### src/rtl/hje_pkg.sv
`default_nettype none

package hje_pkg;

  localparam int unsigned QueueDepth = 4;

  localparam logic [7:0] ChrBs     = 8'h08;
  localparam logic [7:0] ChrTab    = 8'h09;
  localparam logic [7:0] ChrLf     = 8'h0A;
  localparam logic [7:0] ChrFf     = 8'h0C;
  localparam logic [7:0] ChrCr     = 8'h0D;
  localparam logic [7:0] ChrSpace  = 8'h20;
  localparam logic [7:0] ChrQuote  = 8'h22;
  localparam logic [7:0] ChrApos   = 8'h27;
  localparam logic [7:0] ChrComma  = 8'h2C;
  localparam logic [7:0] ChrColon  = 8'h3A;
  localparam logic [7:0] ChrBslash = 8'h5C;
  localparam logic [7:0] ChrLowB   = 8'h62;
  localparam logic [7:0] ChrLowF   = 8'h66;
  localparam logic [7:0] ChrLowT   = 8'h74;

  localparam int unsigned IdxW = 3;

  typedef enum logic [1:0] {
    CmdChar,
    CmdEsc,
    CmdSepName,
    CmdSepValue
  } cmd_kind_e;

  typedef struct packed {
    cmd_kind_e  kind;
    logic       json;
    logic [7:0] ch;
  } cmd_t;

  function automatic logic [IdxW-1:0] cmd_last_idx(input cmd_t cmd);
    logic [IdxW-1:0] r;
    case (cmd.kind)
      CmdChar:     r = IdxW'(0);
      CmdEsc:      r = IdxW'(1);
      CmdSepName,
      CmdSepValue: r = cmd.json ? IdxW'(2) : IdxW'(4);
      default:     r = IdxW'(0);
    endcase
    return r;
  endfunction

  function automatic logic [7:0] cmd_byte(input cmd_t cmd, input logic [IdxW-1:0] idx);
    logic [7:0] q;
    logic [7:0] r;
    q = cmd.json ? ChrQuote : ChrApos;
    r = cmd.ch;
    case (cmd.kind)
      CmdChar: r = cmd.ch;
      CmdEsc:  r = (idx == IdxW'(0)) ? ChrBslash : cmd.ch;
      CmdSepName: begin
        if (cmd.json) begin
          r = (idx == IdxW'(1)) ? ChrColon : ChrQuote;
        end else begin
          case (idx)
            IdxW'(1), IdxW'(3): r = ChrSpace;
            IdxW'(2):           r = ChrColon;
            default:            r = q;
          endcase
        end
      end
      CmdSepValue: begin
        if (cmd.json) begin
          r = (idx == IdxW'(1)) ? ChrComma : ChrQuote;
        end else begin
          case (idx)
            IdxW'(1): r = ChrComma;
            IdxW'(2): r = ChrLf;
            IdxW'(3): r = ChrTab;
            default:  r = q;
          endcase
        end
      end
      default: r = cmd.ch;
    endcase
    return r;
  endfunction

endpackage

`default_nettype wire

### src/rtl/hje_front.sv
`default_nettype none

module hje_front
  import hje_pkg::*;
(
  input  wire        clk_i,
  input  wire        rst_ni,
  input  wire        in_valid_i,
  output logic       in_ready_o,
  input  wire  [7:0] in_char_i,
  input  wire        json_mode_i,
  input  wire        q_full_i,
  output logic       push_o,
  output cmd_t       cmd_o
);

  typedef enum logic [1:0] {
    PhBeforeName,
    PhInName,
    PhBeforeValue,
    PhInValue
  } phase_e;

  phase_e phase_q, phase_d;
  logic   emit;
  logic   blank;
  logic   accept;

  assign in_ready_o = !q_full_i;
  assign accept     = in_valid_i && in_ready_o;
  assign blank      = (in_char_i == ChrSpace) || (in_char_i == ChrTab);

  always_comb begin
    phase_d       = phase_q;
    emit          = 1'b0;
    cmd_o.kind    = CmdChar;
    cmd_o.json    = json_mode_i;
    cmd_o.ch      = in_char_i;
    if (phase_q != PhInValue && blank) begin
      emit = 1'b0;
    end else if (phase_q == PhInName && in_char_i == ChrColon) begin
      emit       = 1'b1;
      cmd_o.kind = CmdSepName;
      phase_d    = PhBeforeValue;
    end else if (in_char_i == ChrCr) begin
      emit = 1'b0;
    end else if (in_char_i == ChrLf) begin
      if (phase_q != PhBeforeName) begin
        emit       = 1'b1;
        cmd_o.kind = CmdSepValue;
        phase_d    = PhBeforeName;
      end
    end else begin
      emit = 1'b1;
      case (phase_q)
        PhBeforeName:  phase_d = PhInName;
        PhBeforeValue: phase_d = PhInValue;
        default:       phase_d = phase_q;
      endcase
      case (in_char_i)
        ChrQuote: begin
          cmd_o.kind = CmdEsc;
          cmd_o.ch   = ChrQuote;
        end
        ChrBslash: begin
          cmd_o.kind = CmdEsc;
          cmd_o.ch   = ChrBslash;
        end
        ChrBs: begin
          cmd_o.kind = CmdEsc;
          cmd_o.ch   = ChrLowB;
        end
        ChrFf: begin
          cmd_o.kind = CmdEsc;
          cmd_o.ch   = ChrLowF;
        end
        ChrTab: begin
          cmd_o.kind = CmdEsc;
          cmd_o.ch   = ChrLowT;
        end
        default: cmd_o.kind = CmdChar;
      endcase
    end
  end

  assign push_o = accept && emit;

  always_ff @(posedge clk_i or negedge rst_ni) begin
    if (!rst_ni) begin
      phase_q <= PhBeforeName;
    end else if (accept) begin
      phase_q <= phase_d;
    end
  end

endmodule

`default_nettype wire

### src/rtl/hje_queue.sv
`default_nettype none

module hje_queue
  import hje_pkg::*;
#(
  parameter int unsigned Depth = QueueDepth
) (
  input  wire        clk_i,
  input  wire        rst_ni,
  input  wire        push_i,
  input  wire cmd_t  cmd_i,
  output logic       full_o,
  input  wire        pop_i,
  output logic       empty_o,
  output cmd_t       cmd_o
);

  localparam int unsigned PtrW = (Depth > 1) ? $clog2(Depth) : 1;
  localparam int unsigned CntW = $clog2(Depth + 1);
  localparam logic [PtrW-1:0] PtrLast = PtrW'(Depth - 1);

  cmd_t            entries_q [Depth];
  logic [PtrW-1:0] wr_ptr_q, wr_ptr_d;
  logic [PtrW-1:0] rd_ptr_q, rd_ptr_d;
  logic [CntW-1:0] count_q, count_d;
  logic            do_push;
  logic            do_pop;

  assign full_o  = (count_q == CntW'(Depth));
  assign empty_o = (count_q == CntW'(0));
  assign do_push = push_i && !full_o;
  assign do_pop  = pop_i && !empty_o;
  assign cmd_o   = entries_q[rd_ptr_q];

  always_comb begin
    wr_ptr_d = wr_ptr_q;
    rd_ptr_d = rd_ptr_q;
    count_d  = count_q;
    if (do_push) begin
      wr_ptr_d = (wr_ptr_q == PtrLast) ? PtrW'(0) : wr_ptr_q + PtrW'(1);
    end
    if (do_pop) begin
      rd_ptr_d = (rd_ptr_q == PtrLast) ? PtrW'(0) : rd_ptr_q + PtrW'(1);
    end
    if (do_push && !do_pop) begin
      count_d = count_q + CntW'(1);
    end else if (do_pop && !do_push) begin
      count_d = count_q - CntW'(1);
    end
  end

  always_ff @(posedge clk_i or negedge rst_ni) begin
    if (!rst_ni) begin
      wr_ptr_q <= '0;
      rd_ptr_q <= '0;
      count_q  <= '0;
    end else begin
      wr_ptr_q <= wr_ptr_d;
      rd_ptr_q <= rd_ptr_d;
      count_q  <= count_d;
    end
  end

  always_ff @(posedge clk_i) begin
    if (do_push) begin
      entries_q[wr_ptr_q] <= cmd_i;
    end
  end

endmodule

`default_nettype wire

### src/rtl/hje_back.sv
`default_nettype none

module hje_back
  import hje_pkg::*;
(
  input  wire        clk_i,
  input  wire        rst_ni,
  input  wire        q_empty_i,
  input  wire cmd_t  q_cmd_i,
  output logic       pop_o,
  output logic       out_valid_o,
  input  wire        out_ready_i,
  output logic [7:0] out_char_o,
  output logic       last_of_run_o
);

  logic            cur_valid_q, cur_valid_d;
  cmd_t            cur_q;
  logic [IdxW-1:0] idx_q, idx_d;
  logic            fire;
  logic            done;
  logic            load;

  assign out_valid_o   = cur_valid_q;
  assign out_char_o    = cmd_byte(cur_q, idx_q);
  assign last_of_run_o = (idx_q == cmd_last_idx(cur_q));

  assign fire  = cur_valid_q && out_ready_i;
  assign done  = fire && last_of_run_o;
  assign load  = (!cur_valid_q || done) && !q_empty_i;
  assign pop_o = load;

  always_comb begin
    cur_valid_d = cur_valid_q;
    idx_d       = idx_q;
    if (load) begin
      cur_valid_d = 1'b1;
      idx_d       = '0;
    end else if (done) begin
      cur_valid_d = 1'b0;
      idx_d       = '0;
    end else if (fire) begin
      idx_d = idx_q + IdxW'(1);
    end
  end

  always_ff @(posedge clk_i or negedge rst_ni) begin
    if (!rst_ni) begin
      cur_valid_q <= 1'b0;
      idx_q       <= '0;
    end else begin
      cur_valid_q <= cur_valid_d;
      idx_q       <= idx_d;
    end
  end

  always_ff @(posedge clk_i) begin
    if (load) begin
      cur_q <= q_cmd_i;
    end
  end

endmodule

`default_nettype wire

### src/rtl/header_text_json_escaper_top.sv
// Channel   Direction  Handshake                  Word
// in        input      in_valid_i / in_ready_o    in_char_i
// out       output     out_valid_o / out_ready_i  out_char_o, last_of_run_o
// apb       input      psel/penable/pwrite        paddr, pwdata -> prdata
//
// One input word is taken per cycle while the command queue has room.
// Each word expands to 0..5 output words from the back-end register, one per cycle
// while out_ready_i is high.
// Reset clears the parse phase, the queue and the mode register (pretty mode).
// Output stalls fill the queue; input stalls only once it is full.

`default_nettype none

module header_text_json_escaper_top
  import hje_pkg::*;
#(
  parameter int unsigned QDepth = QueueDepth
) (
  input  wire         clk_i,
  input  wire         rst_ni,
  input  wire         in_valid_i,
  output logic        in_ready_o,
  input  wire  [7:0]  in_char_i,
  output logic        out_valid_o,
  input  wire         out_ready_i,
  output logic [7:0]  out_char_o,
  output logic        last_of_run_o,
  input  wire         psel,
  input  wire         penable,
  input  wire         pwrite,
  input  wire  [2:0]  paddr,
  input  wire  [31:0] pwdata,
  output logic [31:0] prdata,
  output logic        pready
);

  logic json_mode_q;
  logic cfg_wr;
  logic push;
  logic pop;
  logic q_full;
  logic q_empty;
  cmd_t front_cmd;
  cmd_t q_cmd;

  assign pready = 1'b1;
  assign cfg_wr = psel && penable && pwrite && pready && (paddr[2] == 1'b0);
  assign prdata = (paddr[2] == 1'b0) ? {31'b0, json_mode_q} : 32'b0;

  always_ff @(posedge clk_i or negedge rst_ni) begin
    if (!rst_ni) begin
      json_mode_q <= 1'b0;
    end else if (cfg_wr) begin
      json_mode_q <= pwdata[0];
    end
  end

  hje_front u_front (
    .clk_i       (clk_i),
    .rst_ni      (rst_ni),
    .in_valid_i  (in_valid_i),
    .in_ready_o  (in_ready_o),
    .in_char_i   (in_char_i),
    .json_mode_i (json_mode_q),
    .q_full_i    (q_full),
    .push_o      (push),
    .cmd_o       (front_cmd)
  );

  hje_queue #(
    .Depth (QDepth)
  ) u_queue (
    .clk_i   (clk_i),
    .rst_ni  (rst_ni),
    .push_i  (push),
    .cmd_i   (front_cmd),
    .full_o  (q_full),
    .pop_i   (pop),
    .empty_o (q_empty),
    .cmd_o   (q_cmd)
  );

  hje_back u_back (
    .clk_i         (clk_i),
    .rst_ni        (rst_ni),
    .q_empty_i     (q_empty),
    .q_cmd_i       (q_cmd),
    .pop_o         (pop),
    .out_valid_o   (out_valid_o),
    .out_ready_i   (out_ready_i),
    .out_char_o    (out_char_o),
    .last_of_run_o (last_of_run_o)
  );

endmodule

`default_nettype wire

### config.mk
export PLATFORM = sky130hd
export DESIGN_NAME = header_text_json_escaper_top
export DESIGN_NICKNAME = d
export VERILOG_FILES = /design/src/rtl/hje_pkg.sv /design/src/rtl/hje_front.sv /design/src/rtl/hje_queue.sv /design/src/rtl/hje_back.sv /design/src/rtl/header_text_json_escaper_top.sv
export SDC_FILE = /design/constraint.sdc
export NUM_CORES = 1
export LEC_CHECK = 0
export ABC_AREA = 1
export BUFFER_PORTS_ARGS = -buffer_cell sky130_fd_sc_hd__buf_2
export CORE_UTILIZATION = 40
export DETAILED_ROUTE_END_ITERATION = 10
export GPL_ROUTABILITY_DRIVEN = 0
export GPL_TIMING_DRIVEN = 0
export HOLD_SLACK_MARGIN = 0.03
export MAX_ROUTING_LAYER = met4
export PLACE_DENSITY_LB_ADDON = 0.12
export SYNTH_ARGS = -nofsm -noshare
export SYNTH_HDL_FRONTEND = slang
export SYNTH_SLANG_ARGS = --single-unit
### constraint.sdc
create_clock -name clk_i -period 2.8 [get_ports clk_i]
set_input_delay 0.28 -clock clk_i [delete_from_list [all_inputs] [get_ports clk_i]]
set_output_delay 0.28 -clock clk_i [all_outputs]
set_load 0.02 [all_outputs]
## Word-level counts from Yosys, hierarchy flattened

Memory sizes are Yosys's and may differ from the RTL's. A register that Yosys moved wholly into a read port is not among the register bits.
Index checks and enable logic that the tools add are counted.

- Add/subtract/negate cells: 5
- Multiply operators: 0
- Div/mod/pow operators: 0
- $lt $le $gt $ge: 0
- Eq/ne operators: 24
- Shifts and indexed selects: 0
- Multiplexer cells: 43
- Bitwise gates (word level): 2
- Reductions and logical operators: 34

Operators with widths:

| cell | count |
|---|---|
| 2-to-1 mux 8 bit | 7 |
| equality test 8 x 4 -> 1 bit, second input constant | 5 |
| case mux 8 bit (5 select lines) | 1 |
| case mux 8 bit (4 select lines) | 1 |
| equality test 8 x 6 -> 1 bit, second input constant | 3 |
| 2-to-1 mux 2 bit | 11 |
| 2-to-1 mux 3 bit | 6 |
| case mux 6 bit (3 select lines) | 1 |
| logical AND 1 bit | 14 |
| 2-to-1 mux 1 bit | 11 |
| equality test 2 bit, second input constant | 5 |
| case mux 5 bit (2 select lines) | 1 |
| case mux 3 bit (3 select lines) | 1 |
| equality test 8 x 7 -> 1 bit, second input constant | 1 |
| adder 3 x 1 -> 3 bit, second input constant | 2 |
| equality test 3 x 2 -> 1 bit, second input constant | 2 |
| zero test 3 bit | 2 |
| nonzero test 2 bit | 3 |
| zero test 1 bit | 5 |
| 2-to-1 mux 5 bit | 1 |
| AND reduction 5 bit | 1 |
| OR reduction 5 bit | 1 |
| adder 2 x 1 -> 2 bit, second input constant | 2 |
| equality test 2 x 1 -> 1 bit, second input constant | 2 |
| other kinds (15) | 19 |

- Register bits: 14
- Latch bits: 0
- Memory bits (writable): 44
- Bits in read-only memories: 0
- Input bits: 50
- Word-level logic and storage cells: 116
- Memories kept: 1

Memory list:

| name | depth | bits a word | rd ports | clocked after Yosys merged registers in | write ports | line | RTL |
|---|---|---|---|---|---|---|---|
| u_queue.entries_q | 4 | 11 | 1 | 1 | 1 | hje_queue.sv:22 | `cmd_t entries_q [Depth];` |

## Logic depth before layout (Yosys ltp)

- Depth in word-level cells: 12
- Mapped depth: 14
- Gate-level depth less buffers: 14

## Hierarchy

Synthesis repeated with hierarchy kept, for this count alone.

- Cell total of the unflattened synthesis: 427
- Area total of the unflattened synthesis: 3912.5 sq um

Modules (own cells, without submodules):

| module | instances | cells an instance | area an instance (sq um) | sequential area each (sq um) |
|---|---|---|---|---|
| hje_queue | 1 | 189 | 2230.9 | 1496.4 |
| hje_back | 1 | 105 | 878.3 | 430.4 |
| hje_front | 1 | 88 | 489.2 | 50.0 |
| header_text_json_escaper_top | 1 | 45 | 314.1 | 25.0 |

## Least setup slack after synthesis

No wires, ideal clock.

- Kind: reg2reg
- Start point: reg u_queue.count_q[0]
- End point: reg u_queue.count_q[2]
- Library setup time: 0.124 ns
- Arrival: 1.959 ns
- Data required time: 2.676 ns
- Slack: 0.717 ns
- Cell stages (with the launch flop): 12
- Buffers on the path: 0
- Path through: dfrtp_1 inv_1 nand3_1 and2_1 nand3_4 inv_1 ha_1 inv_1 fa_1 a21oi_1 o21ai_0 xnor2_1

- Cells in the longest elaborated chain, start to end: 8
- Elaborated cells between the ends (all ways): 18
- Those cells by class: 2 x add/sub; 1 x eq/ne; 2 x mux; 13 x reduce/logical

RTL lines:

| what | line | RTL |
|---|---|---|
| start: declaration | hje_queue.sv:25 | `logic [CntW-1:0] count_q, count_d;` |
| start signal: assignment | hje_queue.sv:60 | `count_q <= count_d;` |
| equality test 3 bit (*) | hje_queue.sv:29 | `assign full_o = (count_q == CntW'(Depth));` |
| zero test 1 bit (*) | hje_front.sv:29 | `assign in_ready_o = !q_full_i;` |
| via in_ready_o | header_text_json_escaper_top.sv:22 | `output logic in_ready_o,` |
| logical AND 1 bit | hje_front.sv:30 | `assign accept = in_valid_i && in_ready_o;` |
| logical AND 1 bit | hje_front.sv:86 | `assign push_o = accept && emit;` |
| logical AND 1 bit (*) | hje_queue.sv:31 | `assign do_push = push_i && !full_o;` |
| via u_queue.do_push | hje_queue.sv:26 | `logic do_push;` |
| zero test 1 bit | hje_queue.sv:47 | `end else if (do_pop && !do_push) begin` |
| logical AND 1 bit | hje_queue.sv:47 |  |
| nonzero test 2 bit (no line) | n/a |  |

The timed path passes the listed nets; every way through them passes the cells marked *. The select of a mux whose other input is x is not followed.
A chain may end at the register's enable or synchronous reset.

## Worst setup path in the final report

- Start point: reg, netlist name u_back.cur_q[10]
- End point: reg u_queue.count_q[2]

- Cells in the longest elaborated chain, start to end: 11
- Elaborated cells between the ends (all ways): 16
- Those cells by class: 4 x eq/ne; 2 x mux; 10 x reduce/logical

RTL lines:

| what | line | RTL |
|---|---|---|
| equality test 2 bit | hje_pkg.sv:39 | `case (cmd.kind)` |
| OR reduction 2 bit | hje_pkg.sv:39 |  |
| case mux 3 bit (3 select lines) (*) | hje_pkg.sv:39 |  |
| equality test 3 bit (*) | hje_back.sv:26 | `assign last_of_run_o = (idx_q == cmd_last_idx(cur_q));` |
| logical AND 1 bit (*) | hje_back.sv:29 | `assign done = fire && last_of_run_o;` |
| logical OR 1 bit (*) | hje_back.sv:30 | `assign load = (!cur_valid_q \|\| done) && !q_empty_i;` |
| logical AND 1 bit (*) | hje_back.sv:30 |  |
| logical AND 1 bit (*) | hje_queue.sv:32 | `assign do_pop = pop_i && !empty_o;` |
| zero test 1 bit | hje_queue.sv:45 | `if (do_push && !do_pop) begin` |
| logical AND 1 bit | hje_queue.sv:45 |  |
| 2-to-1 mux 3 bit or nonzero test 2 bit (tied branches) | n/a |  |

Every way passes the cells marked *; elsewhere a longest branch is shown, timed or not.

==> impl_metrics.ini <==
[status]
status = completed

[critical_path]
crit_start = u_back.cur_q[10]
r2r-start = u_back.cur_q[10]
timing.rr.end = u_queue.count_q[2]
crit_type = reg -> reg
path_max_fanout = 10
cp-start-kind = register
cp.required_ns = 3.03
worstPathArrival_ns = 2.53
ff2ff_path_depth = 14
cp-endpoint = u_queue.count_q[2]
r2r_slack_ns = 0.50
endpoint_kind = register

[clock_tree]
htree_levels = 3
clk_path_buf_depth = 2
cts_tree = done
postCtsSetupRepairBufs = 0
numCtsBuffers = 9
cts.sinks = 69
clkTransAtPathRegs_ns = 0.07
clock_latency_ns = 0.33
cts_root_buffer = clkbuf_8
postCtsResizedCells = 0

[global_route]
grt_start_max_net_pins = 15
track_usage = 0.1607
gr-max-usage-layer = met2
gr-total-overflow = 0
met2_usage = 0.2763
grt_pass1_vias = 2559
grt_use_met1 = 0.1783
grtUsageMet3 = 0.02553
antenna_found_initial = 0
grt_pass1_wl_um = 11690

[yosys]
yosysMostFrequentCell = nand2_1
yosys.area.top_type_share = 0.4413
async_reset_ff_frac = 0.2029
synth-compound-area-share = 0.07790
synth_cells = 392
synth_simple_gate_area_frac = 0.2130
syn-cell-area_um2 = 3742
synth_common_cells = nand2_1 (64), edfxtp_1 (55), inv_1 (43)
yosysTopAreaCell = edfxtp_1
synthMuxAreaShare = 0
ys_ff_latch = 69
synth_top_family_by_area = simple AND/OR/NAND/NOR gates
synth_edf_count = 55
ys_seq_area_frac = 0.5349
syn_avg_cell_area_um2 = 9.547
synthXorXnorAreaFrac = 0.004681
netlist_top_cells_area = edfxtp_1 (44%), dfrtp_1 (9.4%), buf_4 (6.6%), nand2_1 (6.4%), inv_1 (4.3%)
synth-main-ff-cell = edfxtp_1
synth_fa_ha_area_frac = 0.04213
ys_warn_count = 0
yosysUniqueCellTypes = 44

[layout]
syn2layout_area_growth_pct = 15.48
utilization = 0.4861
n_antenna_cell = 0
layout-drive-gt1-share = 0.2184
stdcell_count = 575
n_fill_cell = 832
layout.nets = 524

[timing]
hold_viol_final = 0
min_period_ns = 2.300
rsz0062_at_grt = false
timing.setup.tns_ns = 0
slew_violations = 0
fmax_ghz = 0.4348
tightest_slew_ns = 1.044
setup_slack_ns = 0.4999
finalCritPeriodShare = 0.8215
maxSlewHeadroom = 0.3015
fin_skew_ns = 0.009873
setup_viol = 0

[floorplan]
start_util = 0.4209
fp.dieH_um = 98.73
rows = 34
ios = 94
die_w_um = 98.73
core_um2 = 8891
die-area_um2 = 9747

[routing]
drt-pass1-iter-count = 5
ant_nets = 0
wirelength_um = 6997
viasPerCell = 4.680
via_count = 2691
wl_per_cell_um = 12.17
route.detailed.drc = 0
first_iter_violations = 92

[worst_hold_path]
holdPathStages = 3
hp-class = in -> reg

[placement]
place_hpwl_um = 5139
dp_cells = 558
port_buffers = 28
dp_slack_ns = 0.4889

[power]
switching_power_mw = 1.454
power_frac_seq = 0.423
irDropWorstVdd_mv = 0.3249
p_clk_frac = 0.194
p_leak_nw = 2.005
p_int_mw = 2.310
combPwrFrac = 0.382
p_sw_frac = 0.3862
powerDensity_nw_per_um2 = 870.9

[run]
drv_cap = 0
## how the worst min path moves through the flow
stage                     startpoint                  to
after global placement        rst_ni     u_back.idx_q[2]
after floorplan               rst_ni         json_mode_q
after detailed placement      rst_ni  u_back.out_valid_o
final                      pwdata[0]         json_mode_q
after global routing       pwdata[0]         json_mode_q
after CTS                  pwdata[0]         json_mode_q
## state kept, by name (all words and copies together), names as in the netlist
name	count
u_back.cur_q	11
u_front.phase_q	2
u_queue.count_q	3
u_back.out_valid_o	1
u_back.idx_q	3
json_mode_q	1
u_queue.rd_ptr_q	2
u_queue.wr_ptr_q	2
u_queue.entries_q	44
## through the flow
| step | power [mW] | hold WS (ns) | cell area [µm²] |
|---|---|---|---|
| finish | 3.764 | 0.2028 | 4322 |
| global route | 4.053 | 0.2225 | 4322 |
| CTS | 3.787 | 0.1999 | 4322 |
| detailed placement | 3.060 | 0.2070 | 4130 |
| global placement | 3.029 | 0.2022 | 4130 |
| floorplan | 2.645 | -0.01559 | 3855 |
## power groups by stage
stage | clock (mW) | sequential [mW] | combinational (mW)
floorplan | 0 | 1.57 | 1.08
global placement | 0 | 1.61 | 1.42
detailed placement | 0 | 1.62 | 1.44
CTS | 0.741 | 1.60 | 1.45
global route | 0.786 | 1.62 | 1.64
finish | 0.732 | 1.59 | 1.44
## critical path, cell delays in order (launching register included)
cell and delay, ns:
edfxtp_1 0.36, buf_4 0.18, inv_4 0.10, nand2_1 0.07, nand2_1 0.07, nand2_1 0.08, nand3_1 0.09, nand2_1 0.08
nand2_2 0.16, ha_1 0.17, inv_1 0.06, fa_1 0.39, a21oi_1 0.15, o21ai_0 0.11, xnor2_1 0.13
## cells in the final DEF, fill, tap and decap left out, types with 7 or more instances in the layout
cell | netlist | final
buf_4 | 33 | 33
o22ai_1 | 11 | 11
nand2_2 | 8 | 8
buf_2 | 0 | 28
dfrtp_1 | 14 | 14
nand2_1 | 64 | 64
ha_1 | 11 | 11
nand4_1 | 7 | 7
nor2_1 | 40 | 40
clkbuf_1 | 6 | 9
o21ai_0 | 26 | 26
conb_1 | 2 | 32
nand3_1 | 28 | 28
clkbuf_8 | 0 | 12
inv_1 | 43 | 43
edfxtp_1 | 55 | 55
## cell families after synthesis
| family | after synthesis |
|---|---|
| simple gates | 167 |
| xor+xnor | 2 |
| flops | 69 |
| compound gates | 51 |
| buf+inv | 89 |
| other cells | 2 |
| fa+ha+maj | 12 |
## layer usage
metal / wire length, µm / vias to the layer above
met4: 170 / 0
met1: 3045 / 1211
met5: 0 / -
li1: - / 1391
met3: 273 / 16
met2: 3507 / 73
## final cells by class
type / count / area, µm² / share of cell area
inverters: 48 / 183.9 / 0.04256
flip-flops and latches: 69 / 2002 / 0.4632
clock buffers: 15 / 176.4 / 0.04082
clock inverters: 1 / 5.005 / 0.001158
multi-input cells: 264 / 1384 / 0.3202
well taps: 108 / 135.1 / 0.03127
plain buffers: 41 / 285.3 / 0.06601
repair buffers: 29 / 150.1 / 0.03474
## what timing repair did
item                                    in CTS  in global routing
endpoints found under the setup margin       0                  0
hold buffers                                 1                  0
endpoints found under the hold margin       14                  0
Power figures use the tool's default switching activity.
